[src/sv/rational_arithmetic_unit_core_assert.svh]
// assertion macros for the rational arithmetic unit
`ifndef RATIONAL_ARITHMETIC_UNIT_CORE_ASSERT_SVH
`define RATIONAL_ARITHMETIC_UNIT_CORE_ASSERT_SVH
`ifndef ASSERT_OFF
`define RAU_ASSERT(label, clk, rst_n, prop) \
  label: assert property (@(posedge clk) disable iff (!rst_n) prop) \
    else $error("assertion failed");
`define RAU_ASSERT_NR(label, clk, prop) \
  label: assert property (@(posedge clk) prop) else $error("assertion failed");
`else
`define RAU_ASSERT(label, clk, rst_n, prop)
`define RAU_ASSERT_NR(label, clk, prop)
`endif
`endif

[src/sv/rau_pkg.sv]
package rau_pkg;

  localparam int unsigned OperandWidth = 32;
  localparam int unsigned QueueDepth = 2;

  typedef enum logic [1:0] {
    CMD_ADD = 2'd0,
    CMD_SUB = 2'd1,
    CMD_MUL = 2'd2,
    CMD_DIV = 2'd3
  } cmd_t;

  typedef enum logic [1:0] {
    ST_OK       = 2'd0,
    ST_ZERO_DEN = 2'd1,
    ST_DIV_ZERO = 2'd2,
    ST_OVERFLOW = 2'd3
  } status_t;

  typedef enum logic [3:0] {
    BK_IDLE,
    BK_MUL_A,
    BK_MUL_B,
    BK_MUL_C,
    BK_COMBINE,
    BK_GCD_PRE,
    BK_GCD_ODD_A,
    BK_GCD_LOOP,
    BK_GCD_POST,
    BK_DIV_N,
    BK_DIV_D,
    BK_CHECK,
    BK_OUT
  } bk_state_t;

endpackage

[src/sv/rau_back.sv]
`include "rational_arithmetic_unit_core_assert.svh"

module rau_back #(
  parameter int unsigned W = rau_pkg::OperandWidth
) (
  input  logic                clk,
  input  logic                rst_n,
  input  logic                q_valid,
  output logic                q_ready,
  input  logic [1:0]          q_cmd,
  input  logic [1:0]          q_status,
  input  logic [W-1:0]        q_an,
  input  logic [W-1:0]        q_ad,
  input  logic [W-1:0]        q_bn,
  input  logic [W-1:0]        q_bd,
  input  logic [3:0]          q_sign,
  output logic                out_valid,
  input  logic                out_ready,
  output logic signed [W-1:0] out_res_num,
  output logic [W-2:0]        out_res_den,
  output logic [1:0]          out_status
);

  localparam int unsigned WW = 2 * W + 1;
  localparam int unsigned KW = $clog2(WW + 1);
  localparam int unsigned CW = $clog2(WW + 1);

  rau_pkg::bk_state_t state_r, state_nxt;

  logic [1:0]    cmd_r;
  logic [W-1:0]  an_r, ad_r, bn_r, bd_r;
  logic [3:0]    sg_r;
  logic [2*W-1:0] p_r;
  logic [2*W-1:0] t1_r, t2_r;
  logic [WW-1:0] n_r, d_r, ga_r, gb_r, q_r, rm_r;
  logic          sn_r, sd_r;
  logic [KW-1:0] k_r;
  logic [CW-1:0] cnt_r;
  logic [W-1:0]  ma, mb;
  logic [WW-1:0] rsh, rsub, dvs, numsrc;
  logic          rge;

  logic signed [W-1:0] rn_r;
  logic [W-2:0]       rd_r;
  logic [1:0]         rs_r;

  logic s_a, s_ad, s_b, s_bd;
  assign {s_a, s_ad, s_b, s_bd} = sg_r;

  // one shared multiplier, operands picked by phase
  always_comb begin
    ma = an_r;
    mb = bd_r;
    unique case (state_r)
      rau_pkg::BK_MUL_A: begin
        ma = an_r;
        mb = (cmd_r == rau_pkg::CMD_MUL) ? bn_r : bd_r;
      end
      rau_pkg::BK_MUL_B: begin
        ma = (cmd_r == rau_pkg::CMD_DIV) ? ad_r : bn_r;
        mb = (cmd_r == rau_pkg::CMD_DIV) ? bn_r : ad_r;
      end
      rau_pkg::BK_MUL_C: begin
        ma = ad_r;
        mb = bd_r;
      end
      default: begin
        ma = an_r;
        mb = bd_r;
      end
    endcase
  end

  assign dvs    = ga_r;
  assign numsrc = (state_r == rau_pkg::BK_DIV_N) ? n_r : d_r;
  assign rsh    = {rm_r[WW-2:0], numsrc[WW-1 - cnt_r[CW-1:0]]};
  assign rge    = rsh >= dvs;
  assign rsub   = rsh - dvs;

  always_comb begin
    state_nxt = state_r;
    unique case (state_r)
      rau_pkg::BK_IDLE:
        if (q_valid) begin
          state_nxt = (q_status != rau_pkg::ST_OK) ? rau_pkg::BK_OUT : rau_pkg::BK_MUL_A;
        end
      rau_pkg::BK_MUL_A: state_nxt = rau_pkg::BK_MUL_B;
      rau_pkg::BK_MUL_B: state_nxt = rau_pkg::BK_MUL_C;
      rau_pkg::BK_MUL_C: state_nxt = rau_pkg::BK_COMBINE;
      rau_pkg::BK_COMBINE: state_nxt = rau_pkg::BK_GCD_PRE;
      rau_pkg::BK_GCD_PRE:
        if (ga_r == '0 || gb_r == '0) begin
          state_nxt = rau_pkg::BK_DIV_N;
        end else if (ga_r[0] || gb_r[0]) begin
          state_nxt = rau_pkg::BK_GCD_ODD_A;
        end
      rau_pkg::BK_GCD_ODD_A:
        if (ga_r[0]) state_nxt = rau_pkg::BK_GCD_LOOP;
      rau_pkg::BK_GCD_LOOP:
        if (gb_r == '0) state_nxt = rau_pkg::BK_GCD_POST;
      rau_pkg::BK_GCD_POST:
        if (k_r == '0) state_nxt = rau_pkg::BK_DIV_N;
      rau_pkg::BK_DIV_N:
        if (cnt_r == CW'(WW - 1)) state_nxt = rau_pkg::BK_DIV_D;
      rau_pkg::BK_DIV_D:
        if (cnt_r == CW'(WW - 1)) state_nxt = rau_pkg::BK_CHECK;
      rau_pkg::BK_CHECK: state_nxt = rau_pkg::BK_OUT;
      rau_pkg::BK_OUT:
        if (!out_valid || out_ready) state_nxt = rau_pkg::BK_IDLE;
      default: state_nxt = rau_pkg::BK_IDLE;
    endcase
  end

  always_comb begin
    q_ready = (state_r == rau_pkg::BK_IDLE);
  end

  always_ff @(posedge clk) begin
    if (!rst_n) begin
      state_r   <= rau_pkg::BK_IDLE;
      out_valid <= 1'b0;
    end else begin
      state_r <= state_nxt;
      if (state_r == rau_pkg::BK_OUT && (!out_valid || out_ready)) begin
        out_valid <= 1'b1;
      end else if (out_ready) begin
        out_valid <= 1'b0;
      end
    end
  end

  always_ff @(posedge clk) begin
    unique case (state_r)
      rau_pkg::BK_IDLE: begin
        cmd_r <= q_cmd;
        an_r  <= q_an;
        ad_r  <= q_ad;
        bn_r  <= q_bn;
        bd_r  <= q_bd;
        sg_r  <= q_sign;
        rs_r  <= q_status;
        rn_r  <= '0;
        rd_r  <= '0;
      end
      rau_pkg::BK_MUL_A: begin
        p_r  <= ma * mb;
      end
      rau_pkg::BK_MUL_B: begin
        t1_r <= p_r;
        p_r  <= ma * mb;
      end
      rau_pkg::BK_MUL_C: begin
        t2_r <= p_r;
        p_r  <= ma * mb;
      end
      rau_pkg::BK_COMBINE: begin
        logic s1, s2;
        logic [WW-1:0] nv, dv;
        s1 = s_a ^ s_bd;
        s2 = s_b ^ s_ad ^ (cmd_r == rau_pkg::CMD_SUB);
        if (cmd_r == rau_pkg::CMD_ADD || cmd_r == rau_pkg::CMD_SUB) begin
          dv   = {1'b0, p_r};
          sd_r <= s_ad ^ s_bd;
          if (s1 == s2) begin
            nv = {1'b0, t1_r} + {1'b0, t2_r};
            sn_r <= s1;
          end else if (t1_r >= t2_r) begin
            nv = {1'b0, t1_r - t2_r};
            sn_r <= s1;
          end else begin
            nv = {1'b0, t2_r - t1_r};
            sn_r <= s2;
          end
        end else if (cmd_r == rau_pkg::CMD_MUL) begin
          nv   = {1'b0, t1_r};
          dv   = {1'b0, p_r};
          sn_r <= s_a ^ s_b;
          sd_r <= s_ad ^ s_bd;
        end else begin
          nv   = {1'b0, t1_r};
          dv   = {1'b0, t2_r};
          sn_r <= s_a ^ s_bd;
          sd_r <= s_ad ^ s_b;
        end
        n_r  <= nv;
        d_r  <= dv;
        ga_r <= nv;
        gb_r <= dv;
        k_r  <= '0;
      end
      rau_pkg::BK_GCD_PRE: begin
        if (ga_r == '0 || gb_r == '0) begin
          ga_r  <= (ga_r == '0) ? gb_r : ga_r;
          cnt_r <= '0;
          rm_r  <= '0;
        end else if (!ga_r[0] && !gb_r[0]) begin
          ga_r <= ga_r >> 1;
          gb_r <= gb_r >> 1;
          k_r  <= k_r + 1'b1;
        end
      end
      rau_pkg::BK_GCD_ODD_A: begin
        if (!ga_r[0]) ga_r <= ga_r >> 1;
      end
      rau_pkg::BK_GCD_LOOP: begin
        if (gb_r != '0) begin
          if (!gb_r[0]) begin
            gb_r <= gb_r >> 1;
          end else if (ga_r > gb_r) begin
            ga_r <= gb_r;
            gb_r <= ga_r - gb_r;
          end else begin
            gb_r <= gb_r - ga_r;
          end
        end
      end
      rau_pkg::BK_GCD_POST: begin
        if (k_r != '0) begin
          ga_r <= ga_r << 1;
          k_r  <= k_r - 1'b1;
        end else begin
          cnt_r <= '0;
          rm_r  <= '0;
        end
      end
      rau_pkg::BK_DIV_N, rau_pkg::BK_DIV_D: begin
        rm_r <= rge ? rsub : rsh;
        q_r  <= {q_r[WW-2:0], rge};
        if (cnt_r == CW'(WW - 1)) begin
          cnt_r <= '0;
          rm_r  <= '0;
          if (state_r == rau_pkg::BK_DIV_N) n_r <= {q_r[WW-2:0], rge};
          else d_r <= {q_r[WW-2:0], rge};
        end else begin
          cnt_r <= cnt_r + 1'b1;
        end
      end
      rau_pkg::BK_CHECK: begin
        logic neg;
        logic [WW-1:0] lim;
        neg = (sn_r ^ sd_r) && (n_r != '0);
        lim = neg ? (WW'(1) << (W-1)) : ((WW'(1) << (W-1)) - 1'b1);
        if (d_r > ((WW'(1) << (W-1)) - 1'b1) || n_r > lim) begin
          rs_r <= rau_pkg::ST_OVERFLOW;
        end else begin
          rn_r <= neg ? (~n_r[W-1:0] + 1'b1) : n_r[W-1:0];
          rd_r <= d_r[W-2:0];
        end
      end
      default: begin
      end
    endcase
  end

  always_ff @(posedge clk) begin
    if (state_r == rau_pkg::BK_OUT && (!out_valid || out_ready)) begin
      out_res_num <= rn_r;
      out_res_den <= rd_r;
      out_status  <= rs_r;
    end
  end

  `RAU_ASSERT(a_out_hold, clk, rst_n, out_valid && !out_ready |=> out_valid)
  `RAU_ASSERT(a_err_zero, clk, rst_n,
    out_valid && out_status != rau_pkg::ST_OK |-> out_res_num == '0 && out_res_den == '0)
  `RAU_ASSERT(a_ok_den, clk, rst_n,
    out_valid && out_status == rau_pkg::ST_OK |-> out_res_den != '0)
  `RAU_ASSERT_NR(a_reset_idle, clk, !rst_n |=> !out_valid)

endmodule

[config.mk]
export PLATFORM = sky130hd
export DESIGN_NAME = rau_back
export DESIGN_NICKNAME = d
export VERILOG_FILES = /design/src/sv/rau_pkg.sv /design/src/sv/rau_back.sv
export VERILOG_INCLUDE_DIRS = /design/src /design/src/sv
export SDC_FILE = /design/constraint.sdc
export NUM_CORES = 2
export LEC_CHECK = 0
export BUFFER_PORTS_ARGS = -buffer_cell sky130_fd_sc_hd__clkbuf_2
export CAP_MARGIN = 20
export CORE_MARGIN = 3
export CORE_UTILIZATION = 50
export CTS_CLUSTER_DIAMETER = 50
export DETAILED_ROUTE_END_ITERATION = 16
export GPL_TIMING_DRIVEN = 0
export PLACE_DENSITY = 0.74
export SYNTH_ARGS = -nofsm -noshare
export SYNTH_HDL_FRONTEND = slang
export SYNTH_SLANG_ARGS = --single-unit
[constraint.sdc]
create_clock -name clk -period 19.9 [get_ports clk]
set_input_delay 3.98 -clock clk [delete_from_list [all_inputs] [get_ports clk]]
set_output_delay 3.98 -clock clk [all_outputs]
set_load 0.02 [all_outputs]
==> qor.yml <==
clock.fmax_mhz: 74.2
syn_to_final_growth_pct: 10.9
final-seq-area_sq_mm: 0.0259
start_util_pct: 50.4
slew_violations: 0
relSlewSlack_pct: 6.96
final_cells: 13000
cts_buffers: 112
end_kind: "flip-flop"
drc: 0
synthSimpleGateAreaFrac_pct: 13.6
tritoncts: "done"
synth_fp_nets: 11700
grt_max_degree: 66
synth.mux.area_fraction_pct: 3.06
synth_top_family_by_area: "adder cells"
synth_fa_ha_area_share_pct: 28.9
placed_cells: 12700
synth_compound_area_share_pct: 16.2
grt_pass1_vias: 82200
drive_gt1_share_pct: 7.35
grt_pass1_wl_mm: 612
via_per_inst: 6.48
post-cts-setup-buffers: 0
wl_mm: 438
clock_sinks: 865
multi_input_area_sq_mm: 0.0597
fin_ws_ns: 6.42
rsz0062_at_grt: "no"
antenna_found_initial: 20
synth_seq_cells: 865
netlist.top_cell.by_area: "edfxtp_1"
synthCells: 9937
grt.overflow.total: 0
numPortBuffers: 206
clk_pin_slew_ns: 0.07
drt_iter0_drc: 11100
finalCriticalPeriod_ns: 13.48
critical_path_class: "flip-flop to flip-flop"
gp_congestion: 1.12
synth_edf_count: 860
ys_seq_area_share_pct: 28.1
cts_root_buffer: "clkbuf_16"
drv_cap: 0
ys_async_sr_fraction_pct: 0
crit_family: "adder cells"
die_w_microns: 436
first_pass_iters: 8
h-tree-depth: 3
final_hold_viol_count: 0
finalClockSkew_ns: 0.102
fin_nets: 12100
grtUsageTotal_pct: 45.4
dieHeight_microns: 436
status: "completed"
synth_xor_area_share_pct: 2.73
synth_top_area_share_pct: 28.0
cpMostUsedCell: "fa_1"
wl_per_cell_microns: 33.8
cp.required_ns: 20.42
ctsResizeCount: 0
critical-path-max-stage-delay_ns: 0.98
ys_types: 102
ios: 207
cp-start-kind: "flip-flop"
critPathArrivalTime_ns: 14.00
core_area_sq_mm: 0.183
hp-class: "flip-flop to flip-flop"
clock_path_buffers: 3
synth_flop_cell: "edfxtp_1"
fin_crit_sh_pct: 67.8
worst_path_max_delay_cell: "clkbuf_1"
synth.area.top_cells: "edfxtp_1, fa_1, ha_1, inv_1, nor2_1"
die_area_sq_mm: 0.190
ys.warnings.count: 0
worst_pin_slew_ns: 1.39
setup_viol: 0
worstPathMaxFanout: 10
place_ws_ns: 6.81
fin_util_pct: 55.9
ant_nets: 0
nFillCells: 16500
route.vias.total: 84000
rows: 157
syn_area_sq_mm: 0.0923
place_hpwl_mm: 361
cts_hold_buf: 0
clkLatencyLatePin_ns: 0.85
critPathBufInv: 9
synth_area_per_cell_sq_um: 9.29
[layout by cell type (no fill, tap or decap), types with 37 or more instances in the layout]
cell type,n
o221ai_1,55
mux2i_1,165
a21o_1,217
xnor2_1,196
nor4_1,83
fa_1,903
inv_1,1248
buf_6,47
nand4_1,121
a221o_1,60
buf_2,56
clkbuf_2,215
and2_1,81
buf_8,40
or3_1,39
a21oi_1,821
buf_4,44
edfxtp_1,860
nor3_1,104
nand2_1,870
ha_1,689
o31ai_1,42
mux4_2,41
a211oi_1,51
nand2b_1,78
xor2_1,90
nor2b_1,62
o22a_1,37
o21bai_1,126
o21ai_0,379
o21a_1,68
o211ai_1,39
a221oi_1,42
a31oi_1,100
nand3_1,134
clkbuf_16,112
clkbuf_1,460
nor2_1,1152
[stage by stage]
stage | TNS (ns) | hold WS, ns | area (sq um)
2_1_floorplan | 0 | 0.400 | 92300
3_3_place_gp | -122.54 | 0.401 | 96500
3_5_place_dp | 0 | 0.405 | 98000
4_1_cts | 0 | 0.411 | 102000
5_1_grt | 0 | 0.415 | 102000
6_report | 0 | 0.409 | 102000
[synth_stat cells, drive strengths merged, types with 102 or more instances]
cell type	instances
inv	1249
nor2	1157
fa	903
nand2	871
edfxtp	860
a21oi	822
ha	689
clkbuf	452
o21ai	408
a21o	219
xnor2	197
mux2i	179
nand3	134
o21bai	126
nand4	122
nor3	108
a31oi	102
[kinds of logic after synthesis]
group / Yosys count
and+or+nand+nor: 2842
AOI/OAI and AO/OA: 2324
buffers and inverters: 1796
adders and majority gates: 1592
DFF: 865
xor gates and xnor gates: 288
muxes: 230
[final timing paths]
check                         from                  endpoint  slack, ns  cells past startpoint
max reg2reg     cmd_r[0]$_DFFE_PP_         p_r[57]$_DFFE_PP_       6.42                     35
min reg2reg  rd_r[3]$_SDFFCE_PN0P_  out_res_den[3]$_DFFE_PP_       0.41                      0
min          rd_r[3]$_SDFFCE_PN0P_  out_res_den[3]$_DFFE_PP_       0.41                      0
max             cmd_r[0]$_DFFE_PP_         p_r[57]$_DFFE_PP_       6.42                     35
[area by class of cell]
cell class                      instances  share of cell area, %
Timing Repair Buffer                  348                   2.74
Multi-Input combinational cell       7276                   58.3
Clock inverter                         82                   1.01
Buffer                                546                   2.16
Clock buffer                          130                   2.80
Inverter                             1250                   4.58
Sequential cell                       865                   25.3
Tap cell                             2464                   3.01
Antenna cell                           17                 0.0416
[state kept, by name (all words and copies together), names as in the netlist, 32 cells and up]
signal	flops
d_r	65
bd_r	32
p_r	64
rm_r	64
t1_r	64
dvs	65
ad_r	32
gb_r	65
n_r	65
rn_r	32
q_r	64
t2_r	64
out_res_num	32
bn_r	32
an_r	32
[metal layers]
layer | vias up | GRT usage, % | part of all wire (%)
met5 | - | 0 | 0.029
met4 | 16 | 36.9 | 11
met3 | 1566 | 12.0 | 11
met2 | 5979 | 67.6 | 42
met1 | 41400 | 55.5 | 36
li1 | 35100 | - | -
Power is not shown: default switching activity piles up to over one toggle a cycle in this logic, so the estimate is an artifact.
