`src/sv/rational_arithmetic_unit_core_assert.svh`:
```
// assertion macros for the rational arithmetic unit
`ifndef RATIONAL_ARITHMETIC_UNIT_CORE_ASSERT_SVH
`define RATIONAL_ARITHMETIC_UNIT_CORE_ASSERT_SVH
`ifndef ASSERT_OFF
`define RAU_ASSERT(label, clk, rst_n, prop) \
  label: assert property (@(posedge clk) disable iff (!rst_n) prop) \
    else $error("assertion failed");
`define RAU_ASSERT_NR(label, clk, prop) \
  label: assert property (@(posedge clk) prop) else $error("assertion failed");
`else
`define RAU_ASSERT(label, clk, rst_n, prop)
`define RAU_ASSERT_NR(label, clk, prop)
`endif
`endif

```
`src/sv/rau_pkg.sv`:
```
package rau_pkg;

  localparam int unsigned OperandWidth = 32;
  localparam int unsigned QueueDepth = 2;

  typedef enum logic [1:0] {
    CMD_ADD = 2'd0,
    CMD_SUB = 2'd1,
    CMD_MUL = 2'd2,
    CMD_DIV = 2'd3
  } cmd_t;

  typedef enum logic [1:0] {
    ST_OK       = 2'd0,
    ST_ZERO_DEN = 2'd1,
    ST_DIV_ZERO = 2'd2,
    ST_OVERFLOW = 2'd3
  } status_t;

  typedef enum logic [3:0] {
    BK_IDLE,
    BK_MUL_A,
    BK_MUL_B,
    BK_MUL_C,
    BK_COMBINE,
    BK_GCD_PRE,
    BK_GCD_ODD_A,
    BK_GCD_LOOP,
    BK_GCD_POST,
    BK_DIV_N,
    BK_DIV_D,
    BK_CHECK,
    BK_OUT
  } bk_state_t;

endpackage

```
`src/sv/rau_front.sv`:
```
module rau_front #(
  parameter int unsigned W = rau_pkg::OperandWidth
) (
  input  logic                 clk,
  input  logic                 rst_n,
  input  logic                 in_valid,
  output logic                 in_ready,
  input  logic [1:0]           in_cmd,
  input  logic signed [W-1:0]  in_a_num,
  input  logic signed [W-1:0]  in_a_den,
  input  logic signed [W-1:0]  in_b_num,
  input  logic signed [W-1:0]  in_b_den,
  output logic                 q_valid,
  input  logic                 q_ready,
  output logic [1:0]           q_cmd,
  output logic [1:0]           q_status,
  output logic [W-1:0]         q_an,
  output logic [W-1:0]         q_ad,
  output logic [W-1:0]         q_bn,
  output logic [W-1:0]         q_bd,
  output logic [3:0]           q_sign
);

  localparam int unsigned D = rau_pkg::QueueDepth;
  localparam int unsigned PW = (D > 1) ? $clog2(D) : 1;
  localparam int unsigned EW = 2 + 2 + 4 * W + 4;

  logic [EW-1:0] mem_r [D];
  logic [PW-1:0] wp_r, rp_r, wp_nxt, rp_nxt;
  logic [PW:0]   cnt_r, cnt_nxt;
  logic          push, pop;
  logic [W-1:0]  an, ad, bn, bd;
  logic [1:0]    st;
  logic [EW-1:0] ent;

  function automatic logic [W-1:0] mag(input logic [W-1:0] v);
    mag = v[W-1] ? (~v + {{(W-1){1'b0}}, 1'b1}) : v;
  endfunction

  always_comb begin
    an = mag(in_a_num);
    ad = mag(in_a_den);
    bn = mag(in_b_num);
    bd = mag(in_b_den);
    // zero denominators take priority over division by zero
    if (ad == '0 || bd == '0) begin
      st = rau_pkg::ST_ZERO_DEN;
    end else if (in_cmd == rau_pkg::CMD_DIV && bn == '0) begin
      st = rau_pkg::ST_DIV_ZERO;
    end else begin
      st = rau_pkg::ST_OK;
    end
    ent = {in_cmd, st, an, ad, bn, bd,
           in_a_num[W-1], in_a_den[W-1], in_b_num[W-1], in_b_den[W-1]};
  end

  assign in_ready = (cnt_r != (PW+1)'(D));
  assign q_valid  = (cnt_r != '0);
  assign push = in_valid && in_ready;
  assign pop  = q_valid && q_ready;
  assign {q_cmd, q_status, q_an, q_ad, q_bn, q_bd, q_sign} = mem_r[rp_r];

  always_comb begin
    wp_nxt  = push ? ((wp_r == PW'(D-1)) ? '0 : wp_r + 1'b1) : wp_r;
    rp_nxt  = pop  ? ((rp_r == PW'(D-1)) ? '0 : rp_r + 1'b1) : rp_r;
    cnt_nxt = cnt_r + (PW+1)'(push) - (PW+1)'(pop);
  end

  always_ff @(posedge clk) begin
    if (!rst_n) begin
      wp_r  <= '0;
      rp_r  <= '0;
      cnt_r <= '0;
    end else begin
      wp_r  <= wp_nxt;
      rp_r  <= rp_nxt;
      cnt_r <= cnt_nxt;
    end
  end

  always_ff @(posedge clk) begin
    if (push) begin
      mem_r[wp_r] <= ent;
    end
  end

endmodule

```
`config.mk`:
```
export PLATFORM = sky130hd
export DESIGN_NAME = rau_front
export DESIGN_NICKNAME = d
export VERILOG_FILES = /design/src/sv/rational_arithmetic_unit_core_assert.svh /design/src/sv/rau_pkg.sv /design/src/sv/rau_front.sv
export SDC_FILE = /design/constraint.sdc
export NUM_CORES = 1
export LEC_CHECK = 0
export BUFFER_PORTS_ARGS = -buffer_cell sky130_fd_sc_hd__clkbuf_2
export CAP_MARGIN = 10
export CORE_UTILIZATION = 50
export DETAILED_ROUTE_END_ITERATION = 10
export PLACE_DENSITY_LB_ADDON = 0.15
export REMOVE_ABC_BUFFERS = 1
export SLEW_MARGIN = 20
export SYNTH_ARGS = -nofsm -noshare
export SYNTH_HDL_FRONTEND = slang
export SYNTH_SLANG_ARGS = --single-unit
```
`constraint.sdc`:
```
create_clock -name clk -period 6.34 [get_ports clk]
set_input_delay 0.317 -clock clk [delete_from_list [all_inputs] [get_ports clk]]
set_output_delay 0.317 -clock clk [all_outputs]
set_load 0.02 [all_outputs]
```
==> results by group, run 1 <==
Yosys
  • Top_reg_cell synth: edfxtp_1
  • Adder-cell share of the synthesized area: 0.552%
  • Largest family of logic cells by synthesized area: multiplexers
  • Flops & latches, synth: 277
  • Syn_area_per_cell: 14.0 um2
  • Synth Area in Simple Gates: 9.88%
  • Compound-gate portion of the synthesized area: under 10%
  • Syn Inst Count: 974
  • Yosys cell types: 64
  • Synthesized cell area: 13600 um2
  • Share of flip-flops with an asynchronous set or reset: 0%
  • Post-Synth XOR/XNOR Area: 7.73%
  • Mux share of post-synthesis cell area: 11.6%
  • Ys Warns: 0
  • EDFF count, synth: 272
  • Sequential fraction of the synthesis area: 60.8%

Detailed routing
  • Drt pass-1 iters: 4
  • Vias: 8952
  • Final ANT Viol Nets: 0
  • Initial DRC Count: 562
  • Drt wl/cell: 18.1 um
  • WL final: about 29 mm
  • Via density: 5.58
  • DRC: 0

Global route
  • Initial antenna violation count: 1
  • Largest net degree at the start of global routing: between 60 and 70
  • Gr ovfl total: 0
  • Global-route wire length before repair: 46.0 mm
  • GRT Util Overall: roughly 21%
  • Vias in the first global route: ~8700

STA
  • Worst-Margin Slew: 928 ps
  • FMAX: 334 MHz
  • Pins Over Slew Limit: 0
  • RSZ-0062 raised after global routing: false
  • Clk_skew: 7.52 ps
  • Max-slew headroom: 38.1%
  • Final hold violation count: 0
  • Shortest period the worst path allows: approximately 3000 ps
  • Hold_ws: about 33 ps
  • Tcrit/Tclk final: between 40% and 50%
  • # setup viols final: 0

Setup path
  • Worst path cell trace: clkbuf_2, inv_1, ha_1, nor4b_1, nand3_1, o41ai_1, xnor2_1, nor4_1, nor4b_1, nand4_1, and3_1
  • CP startpoint kind: primary input
  • Delay of the slowest critical-path stage: 530 ps
  • Crit path DAT: around 3300 ps
  • Crit path top cell by count: nor4b_1
  • CP delay by family, top: simple AND/OR/NAND/NOR gates
  • R2r startpoint: cnt_r[0]$_SDFF_PN0_
  • Crit-path max FO: 9
  • Crit-path slowest cell: nor4b_1
  • Critical path class: primary input to register
  • Worst path required time: 6640 ps
  • Crit end category: register
  • CP startpoint: in_b_den[0]
  • Worst Path Buf+Inv: 2

Die
  • Initial core utilization: 50.8%
  • Die Span Y: 167 um
  • # IOs: 272
  • Core area: around 27000 um2
  • Die W: approximately 170 um
  • # rows: 60
  • Die Area: 27900 um2

CTS
  • CTS Root Cell: clkbuf_16
  • Worst-skew pair later-pin latency: 550 ps
  • Setup repair bufs after CTS: 0
  • CTS clk-pin slew, worst paths: 60 ps
  • Clk buf depth: 3
  • CTS buffer count: 30
  • CTS H-tree depth: 1
  • Number of hold buffers added after CTS: 3
  • CTS Sinks: 277
  • CTS tree: yes
  • Post-CTS sizing: 0

Placed design
  • Post-DP HPWL: a little over 20 mm
  • I/O Buffers: 271
  • GP Congestion: 0.863

Final layout
  • Area grow syn2layout: 19.9%
  • Most frequent cells in the layout: 272 x edfxtp_1, 271 x clkbuf_2, 138 x mux2_2
  • N_diodes: 0
  • Layout cells sized above 1: between 30% and 40%
  • Most common cell after layout, fill and taps aside: edfxtp_1
  • Nets: ~1400
  • Fin util: between 60 and 70%

Min path
  • Min-Delay Path Class: primary input to register
  • Start point of the worst min-delay path: rst_n

Power
  • P per Cell Area: 354 nW/um2
  • VDD IR-drop max: 0.000208 V
  • Lkg Pwr: 5.83 nW

Run
  • Max Cap Viol: 0

Status
  • Status: complete, no violations
-- synthesized netlist by cell type (14+ instances only) --
cell type | n | area (um2)
xor2_1 | 18 | 158
nand2_1 | 45 | 169
inv_1 | 27 | 101
nor2_1 | 25 | 93.8
o41ai_1 | 14 | 123
edfxtp_1 | 272 | 8170
mux2_2 | 138 | 1550
o31ai_1 | 36 | 270
or3_1 | 16 | 100
xnor2_1 | 102 | 893
or4_1 | 22 | 165
clkbuf_1 | 36 | 135
o21ai_0 | 43 | 215
nor4_1 | 20 | 125
-- logic make-up (layout without fill, tap and decap cells) --
group	Yosys count	count (layout)
compound gates	133	133
xor+xnor	120	120
fa+ha+maj	6	6
buf+inv	73	363
flops	277	277
mux	140	140
simple gates	225	225
-- final timing paths --
kind	to	slack, ps	cells after the start
worst max register to register	mem_r[0][108]$_DFFE_PP_	4010	4
worst min register to register	register	540	2
worst max-delay path	mem_r[0][133]$_DFFE_PP_	3350	11
worst min-delay path	wp_r$_SDFFE_PN0P_	30	2
-- registers in the layout, indices dropped and copies added (netlist names), named ones only --
register / cells
cnt_r: 2
rp_r: 1
wp_r: 1
mem_r: 272
-- layout make-up --
type / instances / area [um2]
inverter: 27 / 101
multi-input combinational: 624 / 5030
clock buffer: 37 / 798
tap: 341 / 427
sequential: 277 / 8270
timing repair buffer: 280 / 1430
clock inverter: 19 / 253
fill: 2123 / 10500
-- metrics by stage --
step | cell area (um2) | setup WS, ps | instances | TNS, ps | power (mW)
6_report | 16300 | 3350 | 1605 | 0 | 5.78
5_1_grt | 16300 | 3020 | 1605 | 0 | 6.02
4_1_cts | 16300 | 3330 | 1605 | 0 | 5.84
3_5_place_dp | 15200 | 2830 | 1546 | 0 | 4.00
3_3_place_gp | 15200 | 2920 | 1546 | 0 | 3.98
2_1_floorplan | 13400 | -677 | 928 | -92780 | 3.51
-- per-layer routing --
metal,vias up,global-route usage [%],wire length [um]
met2,271,34.0,13500
met1,4323,27.5,12800
met4,0,5.23,574
li1,4314,-,-
met3,44,5.16,2150
met5,-,0,0
-- power by group --
group | internal (mW) | switching (mW) | total [mW]
logic | 0.593 | 0.947 | 1.54
registers | 2.32 | 0.0829 | 2.40
clock network | 1.14 | 0.700 | 1.84
Power figures use the tool's default switching activity.
==> inputs of run 2 (changes only) <==
ABC_AREA = 1   (was unset)
CORE_UTILIZATION = 56   (was 50)
clock period = 3.15 ns   (was 6.34 ns; I/O delays follow)
==> run 2 against run 1 <==
Net effect: power increased by 100%; setup slack got worse by 2600 ps; design area grew 9.2%; worst hold slack lost 17 ps; first-iteration DRC count increased by 69%; die area is 3.8% lower; flip-flop and latch count unchanged; critical endpoint is now q_ad[19]; final cell count is 32% higher; area after synthesis grew 7.7%.
==> results by group, run 2 <==
Yosys
  • Top_reg_cell synth: edfxtp_1
  • Syn_area_per_cell: around 10 um2
  • Top cell type's share of synthesized area: between 50% and 60%
  • Flops & latches, synth: 277
  • EDFF count, synth: 272
  • Syn Inst Count: approximately 1400
  • Cell with the most instances after synthesis: nand2_1
  • Yosys top cell by area: edfxtp_1
  • Most instantiated cells after synthesis: 378 x nand2_1, 272 x edfxtp_1, 186 x nor2_1, 136 x mux2_2, 124 x inv_1
  • Share of flip-flops with an asynchronous set or reset: 0%
  • Synth area leaders: edfxtp_1 56%, mux2_2 10%, nand2_1 9.7%, nor2_1 4.8%, inv_1 3.2%
  • Ys Warns: 0
  • Sequential fraction of the synthesis area: between 50% and 60%
  • Yosys cell types: 38
  • Synthesized cell area: about 15000 um2

CTS
  • Setup repair bufs after CTS: 0
  • Clk buf depth: 3
  • CTS clk-pin slew, worst paths: 60 ps
  • CTS buffer count: 29
  • CTS Sinks: 277
  • CTS H-tree depth: 1
  • Number of hold buffers added after CTS: 42
  • CTS Root Cell: clkbuf_16
  • Worst-skew pair later-pin latency: 550 ps
  • CTS tree: yes
  • Post-CTS sizing: 0

Final layout
  • Max reg flops: 272
  • Most common cell after layout, fill and taps aside: nand2_1
  • Most frequent cells in the layout: 378 x nand2_1, 272 x edfxtp_1, 271 x clkbuf_2
  • Biggest register: mem_r
  • Multi-input gate area: 5750 um2
  • Finished Layout Cells: 2119
  • FILL cells: ~1900
  • FF/Latch Area: approximately 8300 um2
  • Biggest regs: mem_r (272), cnt_r (2)
  • Layout cells sized above 1: between 30% and 40%
  • Nets: 1905
  • Area grow syn2layout: 21.6%

Power
  • Net Switching: 3.79 mW
  • Lkg Pwr: 7.43 nW
  • P_int: 8.01 mW
  • Comb pwr share: around 30%
  • P per Cell Area: around 660 nW/um2
  • Sequential power share: 42.1%
  • Switching Share: 32.1%
  • Clk network pwr share: 28.1%
  • VDD IR-drop max: 0.000681 V

STA
  • Max-slew headroom: 53.6%
  • # setup viols final: 0
  • Clk_skew: 9.24 ps
  • RSZ-0062 raised after global routing: false
  • FMAX: ~400 MHz
  • Tcrit/Tclk final: 77.1%
  • Pins Over Slew Limit: 0
  • Final hold violation count: 0
  • Hold_ws: 16.7 ps
  • Worst-Margin Slew: about 700 ps
  • Shortest period the worst path allows: approximately 2400 ps

Setup path
  • Crit-path max FO: 44
  • Crit end category: primary output
  • R2r startpoint: cnt_r[0]$_SDFF_PN0_
  • Worst path required time: ~3000 ps
  • CP startpoint kind: register
  • Critical path class: register to primary output
  • Crit path DAT: approximately 2300 ps

Status
  • Status: complete, no violations

Global route
  • GR peak layer: met2
  • Largest net degree at the start of global routing: 74
  • Met2 Use GR: 43.8%
  • Initial antenna violation count: 1
  • GRT Util Overall: between 20% and 30%
  • M3 GR Usage: under 10%
  • Vias in the first global route: 10600
  • M1 GR Usage: 34.4%
  • Global-route wire length before repair: 54.3 mm
  • Gr ovfl total: 0

Detailed routing
  • Initial DRC Count: 948
  • Drt wl/cell: around 16 um
  • Via density: between 5 and 6
  • Vias: 11300
  • Final ANT Viol Nets: 0
  • WL final: 34.9 mm
  • DRC: 0
  • Drt pass-1 iters: 5

Placed design
  • I/O Buffers: 271
  • Post-DP HPWL: around 25 mm
  • Cell Count Post-Placement: 2022
  • GP Congestion: 0.920

Min path
  • Start point of the worst min-delay path: in_b_num[29]
  • Min-Delay Path Class: primary input to register

Die
  • Die Span Y: 164 um
  • Initial core utilization: just under 60%
  • Core area: roughly 25000 um2
  • # IOs: about 270
  • Die W: 164 um
  • # rows: 58
  • Die Area: 26800 um2

Run
  • Max Cap Viol: 0
[run 2: worst paths after layout]
| kind | depth (start not counted) | end | slack (ps) |
|---|---|---|---|
| worst max-delay path | 3 | q_ad[19] | 720 |
| worst min-delay path | 4 | mem_r[0][65]$_DFFE_PP_ | 20 |
| worst max register to register | 5 | mem_r[1][6]$_DFFE_PP_ | 1500 |
| worst min register to register | 1 | register | 470 |
[run 2: layout make-up]
| cell class | instances | area share, % |
|---|---|---|
| clock buffers | 33 | 4.16 |
| clock inverters | 21 | 1.06 |
| repair buffers | 323 | 10.9 |
| flip-flops and latches | 277 | 46.5 |
| well taps | 330 | 2.32 |
| diodes | 1 | 0.0141 |
| inverters | 132 | 2.80 |
| multi-input cells | 1002 | 32.3 |
[run 2: kinds of logic (layout without fill, tap and decap cells)]
family | count (synthesis) | after routing | share of synthesized area, %
AND/OR/NAND/NOR | 759 | 759 | 23.3
flip-flops | 277 | 277 | 56.4
buffers and inverters | 162 | 509 | 4.40
multiplexers | 136 | 136 | 10.5
AO/OA/AOI/OAI | 64 | 64 | 2.62
XOR/XNOR | 37 | 37 | 2.26
adder cells (fa/ha/maj) | 6 | 6 | 0.513
other | 0 | 1 | 0
[run 2: layer usage]
metal	wire, um	up-vias
met2	16600	417
met4	804	0
met1	14900	5296
met5	0	-
met3	2670	61
li1	-	5521
[run 2: stage by stage]
step | setup TNS (ps) | instance area [um2] | power, mW | setup slack (ps) | utilization, %
after floorplan | -1165390 | 14500 | 7.40 | -3830 | -
after global routing | 0 | 17800 | 12.3 | 615 | 70.1
final | 0 | 17800 | 11.8 | 720 | 70.1
after global placement | 0 | 16500 | 8.48 | 872 | 64.8
after detailed placement | 0 | 16500 | 8.54 | 826 | 64.8
after CTS | 0 | 17800 | 11.9 | 683 | 70.1
[run 2: power by group through the flow]
| stage | logic, mW | registers, mW | clock network [mW] |
|---|---|---|---|
| 2_1_floorplan | 2.20 | 5.20 | 0 |
| 3_3_place_gp | 3.47 | 5.01 | 0 |
| 3_5_place_dp | 3.49 | 5.05 | 0 |
| 4_1_cts | 3.55 | 4.98 | 3.36 |
| 5_1_grt | 3.78 | 5.02 | 3.51 |
| 6_report | 3.52 | 4.97 | 3.32 |
[run 2: worst max-delay path: stages (launching register included)]
cell      delay (ps)
dfxtp_4          770
buf_4            360
mux2_2           380
clkbuf_2         160
